**config.mk**
```make
export PLATFORM = sky130hd
export DESIGN_NAME = websocket_frame_deframer_flat
export DESIGN_NICKNAME = d
export VERILOG_FILES = /design/src/hdl/wsd_pkg.sv /design/src/hdl/wsd_stream_if.sv /design/src/hdl/websocket_frame_deframer.sv /design/src/flat_wrapper.sv
export SDC_FILE = /design/constraint.sdc
export NUM_CORES = 1
export LEC_CHECK = 0
export ABC_AREA = 1
export BUFFER_PORTS_ARGS = -buffer_cell sky130_fd_sc_hd__buf_2
export CAP_MARGIN = 20
export CORE_MARGIN = 2
export CORE_UTILIZATION = 60
export DETAILED_ROUTE_END_ITERATION = 16
export PLACE_DENSITY_LB_ADDON = 0.3
export SLEW_MARGIN = 20
export SYNTH_ARGS = -nofsm -noshare
export SYNTH_HDL_FRONTEND = slang
export SYNTH_SLANG_ARGS = --single-unit
export TNS_END_PERCENT = 50
```
**constraint.sdc**
```tcl
create_clock -name clk -period 5.7 [get_ports clk]
set_clock_uncertainty 0.15 [all_clocks]
set_input_delay 0.285 -clock clk [delete_from_list [all_inputs] [get_ports clk]]
set_output_delay 0.285 -clock clk [all_outputs]
set_load 0.02 [all_outputs]
```
**src/hdl/wsd_pkg.sv**
```systemverilog
// ----------------------------------------------------------------------------
// wsd_pkg
// Types, codes and helpers shared by the frame deframer and its channels.
// ----------------------------------------------------------------------------
package wsd_pkg;

    localparam int unsigned LEN_W   = 64;
    localparam int unsigned LIMIT_W = 32;

    localparam logic [31:0] LIMIT_RESET = 32'd1048576;

    localparam logic [3:0] OPC_TEXT  = 4'h1;
    localparam logic [3:0] OPC_CLOSE = 4'h8;
    localparam logic [3:0] OPC_PING  = 4'h9;

    localparam logic [6:0] LEN7_EXT16 = 7'd126;
    localparam logic [6:0] LEN7_EXT64 = 7'd127;

    localparam logic [3:0] EXT16_BYTES = 4'd2;
    localparam logic [3:0] EXT64_BYTES = 4'd8;
    localparam logic [3:0] MASK_BYTES  = 4'd4;

    localparam logic [1:0] ACT_TEXT   = 2'd0;
    localparam logic [1:0] ACT_PONG   = 2'd1;
    localparam logic [1:0] ACT_CLOSE  = 2'd2;
    localparam logic [1:0] ACT_IGNORE = 2'd3;

    typedef struct packed {
        logic [7:0] rx_byte;
    } rx_item_t;

    typedef struct packed {
        logic [7:0] payload_byte;
        logic       has_data;
        logic [3:0] frame_opcode;
        logic [1:0] frame_action;
        logic       frame_last;
    } result_t;

    typedef struct packed {
        logic [LIMIT_W-1:0] max_payload_len;
    } cfg_item_t;

    function automatic logic [1:0] action_of(input logic [3:0] opc);
        logic [1:0] act;
        case (opc)
            OPC_TEXT:  act = ACT_TEXT;
            OPC_PING:  act = ACT_PONG;
            OPC_CLOSE: act = ACT_CLOSE;
            default:   act = ACT_IGNORE;
        endcase
        return act;
    endfunction

endpackage

```
**src/hdl/wsd_stream_if.sv**
```systemverilog
// ----------------------------------------------------------------------------
// wsd_stream_if
// Valid/ready channel carrying one payload struct per transaction.
// ----------------------------------------------------------------------------
interface wsd_stream_if #(
    parameter type payload_t = logic [7:0]
);
    logic     valid;
    logic     ready;
    payload_t payload;

    modport source (
        output valid,
        output payload,
        input  ready
    );

    modport sink (
        input  valid,
        input  payload,
        output ready
    );
endinterface

```
**src/hdl/websocket_frame_deframer.sv**
```systemverilog
// ----------------------------------------------------------------------------
// websocket_frame_deframer
// Receive-side frame parser of one connection, one received byte per
// transaction.
//
// Channels: rx (sink, rx_byte), res (source, one result per byte that ends a
// frame or carries a delivered payload byte), cfg (sink, max_payload_len).
// Each byte is captured in an input register, parsed by the header/payload
// state update, and its result lands in an output register, from which it is
// presented on res. One byte per cycle is accepted while res takes results;
// the per-byte rate is set by the single state update stage, whose widest path
// is the 64-bit length decrement and limit compare. When res stalls, the
// output register holds and the input register still takes a byte if it is
// empty; with both full, rx ready drops. Reset clears the parser to the first
// header byte, the limit to 1048576 and empties both registers. After a close
// frame completes, all bytes are consumed with no result until reset. cfg is
// always ready.
// ----------------------------------------------------------------------------
module websocket_frame_deframer (
    input  logic         clk,
    input  logic         rst_n,
    wsd_stream_if.sink   rx,
    wsd_stream_if.source res,
    wsd_stream_if.sink   cfg
);
    import wsd_pkg::*;

    localparam logic [2:0] PH_HEAD0   = 3'd0;
    localparam logic [2:0] PH_HEAD1   = 3'd1;
    localparam logic [2:0] PH_EXTLEN  = 3'd2;
    localparam logic [2:0] PH_MASK    = 3'd3;
    localparam logic [2:0] PH_PAYLOAD = 3'd4;

    logic [LIMIT_W-1:0] limit_reg;

    logic               in_valid_reg, in_valid_next;
    logic [7:0]         in_byte_reg;

    logic               out_valid_reg, out_valid_next;
    result_t            out_payload_reg;

    logic [2:0]         phase_reg, phase_next;
    logic [3:0]         opcode_reg, opcode_next;
    logic               mask_on_reg, mask_on_next;
    logic [LEN_W-1:0]   rem_reg, rem_next;
    logic [3:0]         cnt_reg, cnt_next;
    logic [31:0]        mask_word_reg, mask_word_next;
    logic [1:0]         mask_pos_reg, mask_pos_next;
    logic               deliver_reg, deliver_next;
    logic               closed_reg, closed_next;

    logic               proceed;
    logic               res_valid;
    result_t            res_item;
    logic               hdr_done;
    logic [LEN_W-1:0]   hdr_len;
    logic               frame_end;
    logic [LEN_W-1:0]   ext_len;
    logic [LEN_W-1:0]   rem_dec;
    logic [7:0]         key;

    assign proceed   = !out_valid_reg || res.ready;
    assign rx.ready  = !in_valid_reg || proceed;
    assign cfg.ready = 1'b1;

    assign res.valid   = out_valid_reg;
    assign res.payload = out_payload_reg;

    assign ext_len = {rem_reg[LEN_W-9:0], in_byte_reg};
    assign rem_dec = rem_reg - LEN_W'(1);

    always_comb
    begin
        case (mask_pos_reg)
            2'd0:    key = mask_word_reg[31:24];
            2'd1:    key = mask_word_reg[23:16];
            2'd2:    key = mask_word_reg[15:8];
            default: key = mask_word_reg[7:0];
        endcase
    end

    always_comb
    begin
        phase_next     = phase_reg;
        opcode_next    = opcode_reg;
        mask_on_next   = mask_on_reg;
        rem_next       = rem_reg;
        cnt_next       = cnt_reg;
        mask_word_next = mask_word_reg;
        mask_pos_next  = mask_pos_reg;
        deliver_next   = deliver_reg;
        closed_next    = closed_reg;
        res_valid      = 1'b0;
        res_item.payload_byte = 8'h00;
        res_item.has_data     = 1'b0;
        res_item.frame_opcode = opcode_reg;
        res_item.frame_action = action_of(opcode_reg);
        res_item.frame_last   = 1'b0;
        hdr_done  = 1'b0;
        hdr_len   = rem_reg;
        frame_end = 1'b0;

        if (in_valid_reg && proceed && !closed_reg)
        begin
            case (phase_reg)
                PH_HEAD1:
                begin
                    mask_on_next   = in_byte_reg[7];
                    mask_word_next = 32'h0;
                    mask_pos_next  = 2'd0;
                    rem_next       = '0;
                    if (in_byte_reg[6:0] == LEN7_EXT16 || in_byte_reg[6:0] == LEN7_EXT64)
                    begin
                        cnt_next   = (in_byte_reg[6:0] == LEN7_EXT16) ? EXT16_BYTES
                                                                      : EXT64_BYTES;
                        phase_next = PH_EXTLEN;
                    end
                    else if (in_byte_reg[7])
                    begin
                        rem_next   = {57'd0, in_byte_reg[6:0]};
                        cnt_next   = MASK_BYTES;
                        phase_next = PH_MASK;
                    end
                    else
                    begin
                        hdr_done = 1'b1;
                        hdr_len  = {57'd0, in_byte_reg[6:0]};
                    end
                end
                PH_EXTLEN:
                begin
                    rem_next = ext_len;
                    cnt_next = cnt_reg - 4'd1;
                    if (cnt_reg == 4'd1)
                    begin
                        if (mask_on_reg)
                        begin
                            cnt_next   = MASK_BYTES;
                            phase_next = PH_MASK;
                        end
                        else
                        begin
                            hdr_done = 1'b1;
                            hdr_len  = ext_len;
                        end
                    end
                end
                PH_MASK:
                begin
                    mask_word_next = {mask_word_reg[23:0], in_byte_reg};
                    cnt_next       = cnt_reg - 4'd1;
                    if (cnt_reg == 4'd1)
                    begin
                        hdr_done = 1'b1;
                        hdr_len  = rem_reg;
                    end
                end
                PH_PAYLOAD:
                begin
                    mask_pos_next = mask_pos_reg + 2'd1;
                    rem_next      = rem_dec;
                    if (deliver_reg)
                    begin
                        res_valid             = 1'b1;
                        res_item.payload_byte = in_byte_reg ^ key;
                        res_item.has_data     = 1'b1;
                        res_item.frame_last   = (rem_dec == '0);
                        frame_end             = (rem_dec == '0);
                    end
                    else if (rem_dec == '0)
                    begin
                        res_valid           = 1'b1;
                        res_item.frame_last = 1'b1;
                        frame_end           = 1'b1;
                    end
                end
                default:
                begin
                    opcode_next = in_byte_reg[3:0];
                    phase_next  = PH_HEAD1;
                end
            endcase

            if (hdr_done)
            begin
                rem_next     = hdr_len;
                deliver_next = (hdr_len != '0) && (hdr_len < {32'd0, limit_reg});
                if (hdr_len == '0)
                begin
                    res_valid           = 1'b1;
                    res_item.frame_last = 1'b1;
                    frame_end           = 1'b1;
                end
                else
                begin
                    phase_next = PH_PAYLOAD;
                end
            end

            if (frame_end)
            begin
                phase_next = PH_HEAD0;
                if (opcode_reg == OPC_CLOSE)
                begin
                    closed_next = 1'b1;
                end
            end
        end
    end

    always_comb
    begin
        in_valid_next = in_valid_reg;
        if (rx.valid && rx.ready)
        begin
            in_valid_next = 1'b1;
        end
        else if (proceed)
        begin
            in_valid_next = 1'b0;
        end
        out_valid_next = proceed ? res_valid : out_valid_reg;
    end

    always_ff @(posedge clk or negedge rst_n)
    begin
        if (!rst_n)
        begin
            limit_reg     <= LIMIT_RESET;
            in_valid_reg  <= 1'b0;
            out_valid_reg <= 1'b0;
            phase_reg     <= PH_HEAD0;
            opcode_reg    <= 4'h0;
            mask_on_reg   <= 1'b0;
            rem_reg       <= '0;
            cnt_reg       <= 4'd0;
            mask_word_reg <= 32'h0;
            mask_pos_reg  <= 2'd0;
            deliver_reg   <= 1'b0;
            closed_reg    <= 1'b0;
        end
        else
        begin
            if (cfg.valid && cfg.ready)
            begin
                limit_reg <= cfg.payload.max_payload_len;
            end
            in_valid_reg  <= in_valid_next;
            out_valid_reg <= out_valid_next;
            phase_reg     <= phase_next;
            opcode_reg    <= opcode_next;
            mask_on_reg   <= mask_on_next;
            rem_reg       <= rem_next;
            cnt_reg       <= cnt_next;
            mask_word_reg <= mask_word_next;
            mask_pos_reg  <= mask_pos_next;
            deliver_reg   <= deliver_next;
            closed_reg    <= closed_next;
        end
    end

    always_ff @(posedge clk)
    begin
        if (rx.valid && rx.ready)
        begin
            in_byte_reg <= rx.payload.rx_byte;
        end
        if (proceed)
        begin
            out_payload_reg <= res_item;
        end
    end

    a_closed_sticky: assert property (@(posedge clk) disable iff (!rst_n)
        closed_reg |=> closed_reg)
        else $error("connection reopened without reset");

    a_no_data_zero: assert property (@(posedge clk) disable iff (!rst_n)
        (out_valid_reg && !out_payload_reg.has_data) |-> out_payload_reg.payload_byte == 8'h00)
        else $error("data-less result carries a nonzero byte");

    a_action_match: assert property (@(posedge clk) disable iff (!rst_n)
        out_valid_reg |-> out_payload_reg.frame_action == action_of(out_payload_reg.frame_opcode))
        else $error("result action does not match its opcode");

    a_extlen_count: assert property (@(posedge clk) disable iff (!rst_n)
        (phase_reg == PH_EXTLEN || phase_reg == PH_MASK) |-> cnt_reg != 4'd0)
        else $error("field byte count exhausted inside a header field");

    a_result_source: assert property (@(posedge clk) disable iff (!rst_n)
        $rose(out_valid_reg) |-> $past(in_valid_reg))
        else $error("result produced without a captured byte");

endmodule

```
**src/flat_wrapper.sv**
```systemverilog
// flat-port wrapper written by rule: the top's interface ports become plain ports
module websocket_frame_deframer_flat import wsd_pkg::*;
  (clk, rst_n, rx_valid, rx_payload, rx_ready, res_valid, res_payload, res_ready, cfg_valid, cfg_payload, cfg_ready);
  wsd_stream_if #(.payload_t(rx_item_t)) rx_i ();
  wsd_stream_if #(.payload_t(result_t)) res_i ();
  wsd_stream_if #(.payload_t(cfg_item_t)) cfg_i ();
  input  logic clk;
  input  logic rst_n;
  input wire logic [$bits(rx_i.valid)-1:0] rx_valid;
  input wire logic [$bits(rx_i.payload)-1:0] rx_payload;
  output wire logic [$bits(rx_i.ready)-1:0] rx_ready;
  output wire logic [$bits(res_i.valid)-1:0] res_valid;
  output wire logic [$bits(res_i.payload)-1:0] res_payload;
  input wire logic [$bits(res_i.ready)-1:0] res_ready;
  input wire logic [$bits(cfg_i.valid)-1:0] cfg_valid;
  input wire logic [$bits(cfg_i.payload)-1:0] cfg_payload;
  output wire logic [$bits(cfg_i.ready)-1:0] cfg_ready;
  assign rx_i.valid = rx_valid;
  assign rx_i.payload = rx_payload;
  assign rx_ready = rx_i.ready;
  assign res_valid = res_i.valid;
  assign res_payload = res_i.payload;
  assign res_i.ready = res_ready;
  assign cfg_i.valid = cfg_valid;
  assign cfg_i.payload = cfg_payload;
  assign cfg_ready = cfg_i.ready;
  websocket_frame_deframer u_core (.clk(clk), .rst_n(rst_n), .rx(rx_i), .res(res_i), .cfg(cfg_i));
endmodule
```
==> flow_metrics.env <==
export IMPL_dr_pass1_iters=8
export IMPL_multi_input_area_um2=6750
export IMPL_met1_usage_pct=55.6
export IMPL_largest_reg_flops=64
export IMPL_detail_route_antenna_nets=0
export IMPL_cts_hold_buffers=42
export IMPL_vias=13500
export IMPL_cp_required_ps=5900
export IMPL_dp_cells=2104
export IMPL_cts_clk_slew_worst_paths_ps=90
export IMPL_cp_end_kind="register"
export IMPL_maxCapViolations=0
export IMPL_period_needed_ps=4320
export IMPL_grtUsageMet2_pct=65.7
export IMPL_fin_cells=2178
export IMPL_rsz0062_at_grt="false"
export IMPL_grt_max_degree=128
export IMPL_met3_usage_pct=8.41
export IMPL_p_per_area_nw_per_um2=223
export IMPL_total_power_mw=3.07
export IMPL_setup_ws_ps=1380
export IMPL_leakage_nw=6.22
export IMPL_gp_congestion=1.12
export IMPL_drive_gt1_share_pct=7.02
export IMPL_diodes=0
export IMPL_syn_nets=1911
export IMPL_busiest_layer="met2"
export IMPL_num_fill_cells=1713
export IMPL_die_area_um2=21500
export IMPL_fin_nets=1979
export IMPL_layout_commonest_cell="nand2_1"
export IMPL_io_buffers=62
export IMPL_regArea_um2=4380
export IMPL_final_cell_mix="nand2_1, nor2_1, inv_1"
export IMPL_setup_viol=0
export IMPL_area_growth_syn_to_layout_pct=12.6
export IMPL_yosys_warnings=0
export IMPL_worstReg2RegEnd="u_core.deliver_reg$_DFFE_PN0P_"
export IMPL_cts_num_sinks=170
export IMPL_cts_buffers=17
export IMPL_cts_resized_gates=0
export IMPL_peakVddDrop_v=0.000197
export IMPL_die_h_um=147
export IMPL_dp_slack_ps=1550
export IMPL_cp_max_fo=51
export IMPL_cts_tree="yes"
export IMPL_wire_per_inst_um=20.8
export IMPL_synth_area_um2=12200
export IMPL_path_class="register to register"
export IMPL_syn_inst=1827
export IMPL_syn_avg_cell_area_um2=6.68
export IMPL_drc_errors=0
export IMPL_start_util_pct=60.7
export IMPL_drt_initial_drc_count=1664
export IMPL_synthTopCellsByArea="dfrtp_1, nand2_1, nor2_1, o21ai_0, inv_1"
export IMPL_critical_path_arrival_ps=4520
export IMPL_viasPerCell=6.19
export IMPL_ys_ff_latch=170
export IMPL_timing_hold_worst_endpoint="u_core.in_valid_reg$_DFFE_PN0P_"
export IMPL_synth_edf_count=24
export IMPL_hp_start="res_ready"
export IMPL_num_rows=52
export IMPL_reg2reg_from="u_core.cnt_reg[1]$_DFFE_PN0P_"
export IMPL_max_slew_worst_pin_slew_ps=1040
export IMPL_grt_usage_pct=42.5
export IMPL_synth_flop_cell="dfrtp_1"
export IMPL_start_kind="register"
export IMPL_holdPathStages=4
export IMPL_grt_overflow_total=0
export IMPL_die_w_um=147
export IMPL_grt_antenna_before_repair=0
export IMPL_cts_setup_buffers=0
export IMPL_insertion_delay_ps=450
export IMPL_fin_crit_sh_pct=75.8
export IMPL_hold_path_class="input port to register"
export IMPL_htree_levels=4
export IMPL_coreArea_um2=20100
export IMPL_tns_ps=0
export IMPL_ff2ff_setup_slack_ps=1380
export IMPL_maxClockFrequency_ghz=0.232
export IMPL_outcome="completed"
export IMPL_grt_pass1_wl_mm=70.0
export IMPL_grt_pass1_vias=12600
export IMPL_synth_cell_type_count=44
export IMPL_hold_violations=0
export IMPL_synth_top_area_share_pct=29.7
export IMPL_reg2regPathDepth=16
export IMPL_slew_headroom_pct=30.6
export IMPL_yosys_area_top_type="dfrtp_1"
export IMPL_async_reset_ff_share_pct=85.9
export IMPL_clockBufferDepth=2
export IMPL_num_io_pins=64
export IMPL_root_buffer="clkbuf_16"
export IMPL_routed_wl_mm=45.4
export IMPL_drv_slew=0
export IMPL_seq_area_frac_synth_pct=35.8
export IMPL_dpl_hpwl_mm=32.3
==> Yosys cell counts (6+ instances only) <==
cell	n
nor2_1	319
xor2_1	19
nor3_1	9
dfrtp_1	145
inv_2	11
o21ai_0	176
o21ai_1	20
buf_2	10
a31oi_1	6
nand2_1	447
clkbuf_1	46
nand3_1	81
o221ai_1	10
buf_4	6
o211ai_1	63
nand4_1	14
edfxtp_1	24
inv_1	202
o22ai_1	95
a21oi_1	43
ha_1	39
==> layer usage <==
metal	vias to the layer above	wire (um)
li1	6209	-
met1	6140	17500
met2	933	20100
met3	198	4720
met4	0	3100
met5	-	0
==> per-stage QoR <==
stage / hold slack (ps) / cell area [um^2] / utilization, %
finish: 18.1 / 13800 / 68.4
global route: 31.0 / 13800 / 68.4
CTS: 3.56 / 13800 / 68.4
detailed placement: 215 / 12700 / 63.1
global placement: 201 / 12700 / 63.1
floorplan: -161 / 12200 / -
==> cell type report <==
class / instances / share of cell area (%)
multi-input cells: 1375 / 49.1
well taps: 270 / 2.46
clock inverters: 15 / 1.56
repair buffers: 116 / 6.11
inverters: 215 / 5.87
clock buffers: 17 / 3.09
flip-flops and latches: 170 / 31.8
==> worst max path at each step <==
stage / slack (ps) / startpoint / end
floorplan: 2720 / u_core.cnt_reg[1]$_DFFE_PN0P_ / u_core.deliver_reg$_DFFE_PN0P_
global placement: 1700 / u_core.cnt_reg[1]$_DFFE_PN0P_ / u_core.deliver_reg$_DFFE_PN0P_
detailed placement: 1550 / u_core.cnt_reg[1]$_DFFE_PN0P_ / u_core.deliver_reg$_DFFE_PN0P_
CTS: 1480 / u_core.cnt_reg[1]$_DFFE_PN0P_ / u_core.deliver_reg$_DFFE_PN0P_
global route: 1090 / u_core.cnt_reg[1]$_DFFE_PN0P_ / u_core.deliver_reg$_DFFE_PN0P_
finish: 1380 / u_core.cnt_reg[1]$_DFFE_PN0P_ / u_core.deliver_reg$_DFFE_PN0P_
==> worst max-delay path, stage by stage, from the launching register on <==
cell,delay [ps]
dfrtp_1,370
inv_1,110
ha_1,160
nand3_1,100
nor2_1,260
nand2_4,430
nand2_4,590
inv_2,230
o21ai_1,290
inv_1,70
ha_1,290
nand2_1,70
or4_1,550
nor4_1,290
nand2_1,100
nand2_1,70
nand2_1,50
==> power by group <==
part / total (mW) / switching, mW / internal [mW]
Sequential: 1.33 / 0.0482 / 1.28
Combinational: 0.481 / 0.328 / 0.153
Clock: 1.25 / 0.643 / 0.609
==> cells by family after synthesis <==
family,after synthesis,share of synthesized area (%)
AO/OA/AOI/OAI,424,20.3
other,1,0.0307
adder cells (fa/ha/maj),39,4.00
AND/OR/NAND/NOR,891,29.4
XOR/XNOR,19,1.36
flip-flops,170,35.8
multiplexers,1,0.0820
buffers and inverters,282,9.02
Power figures use the tool's default switching activity.
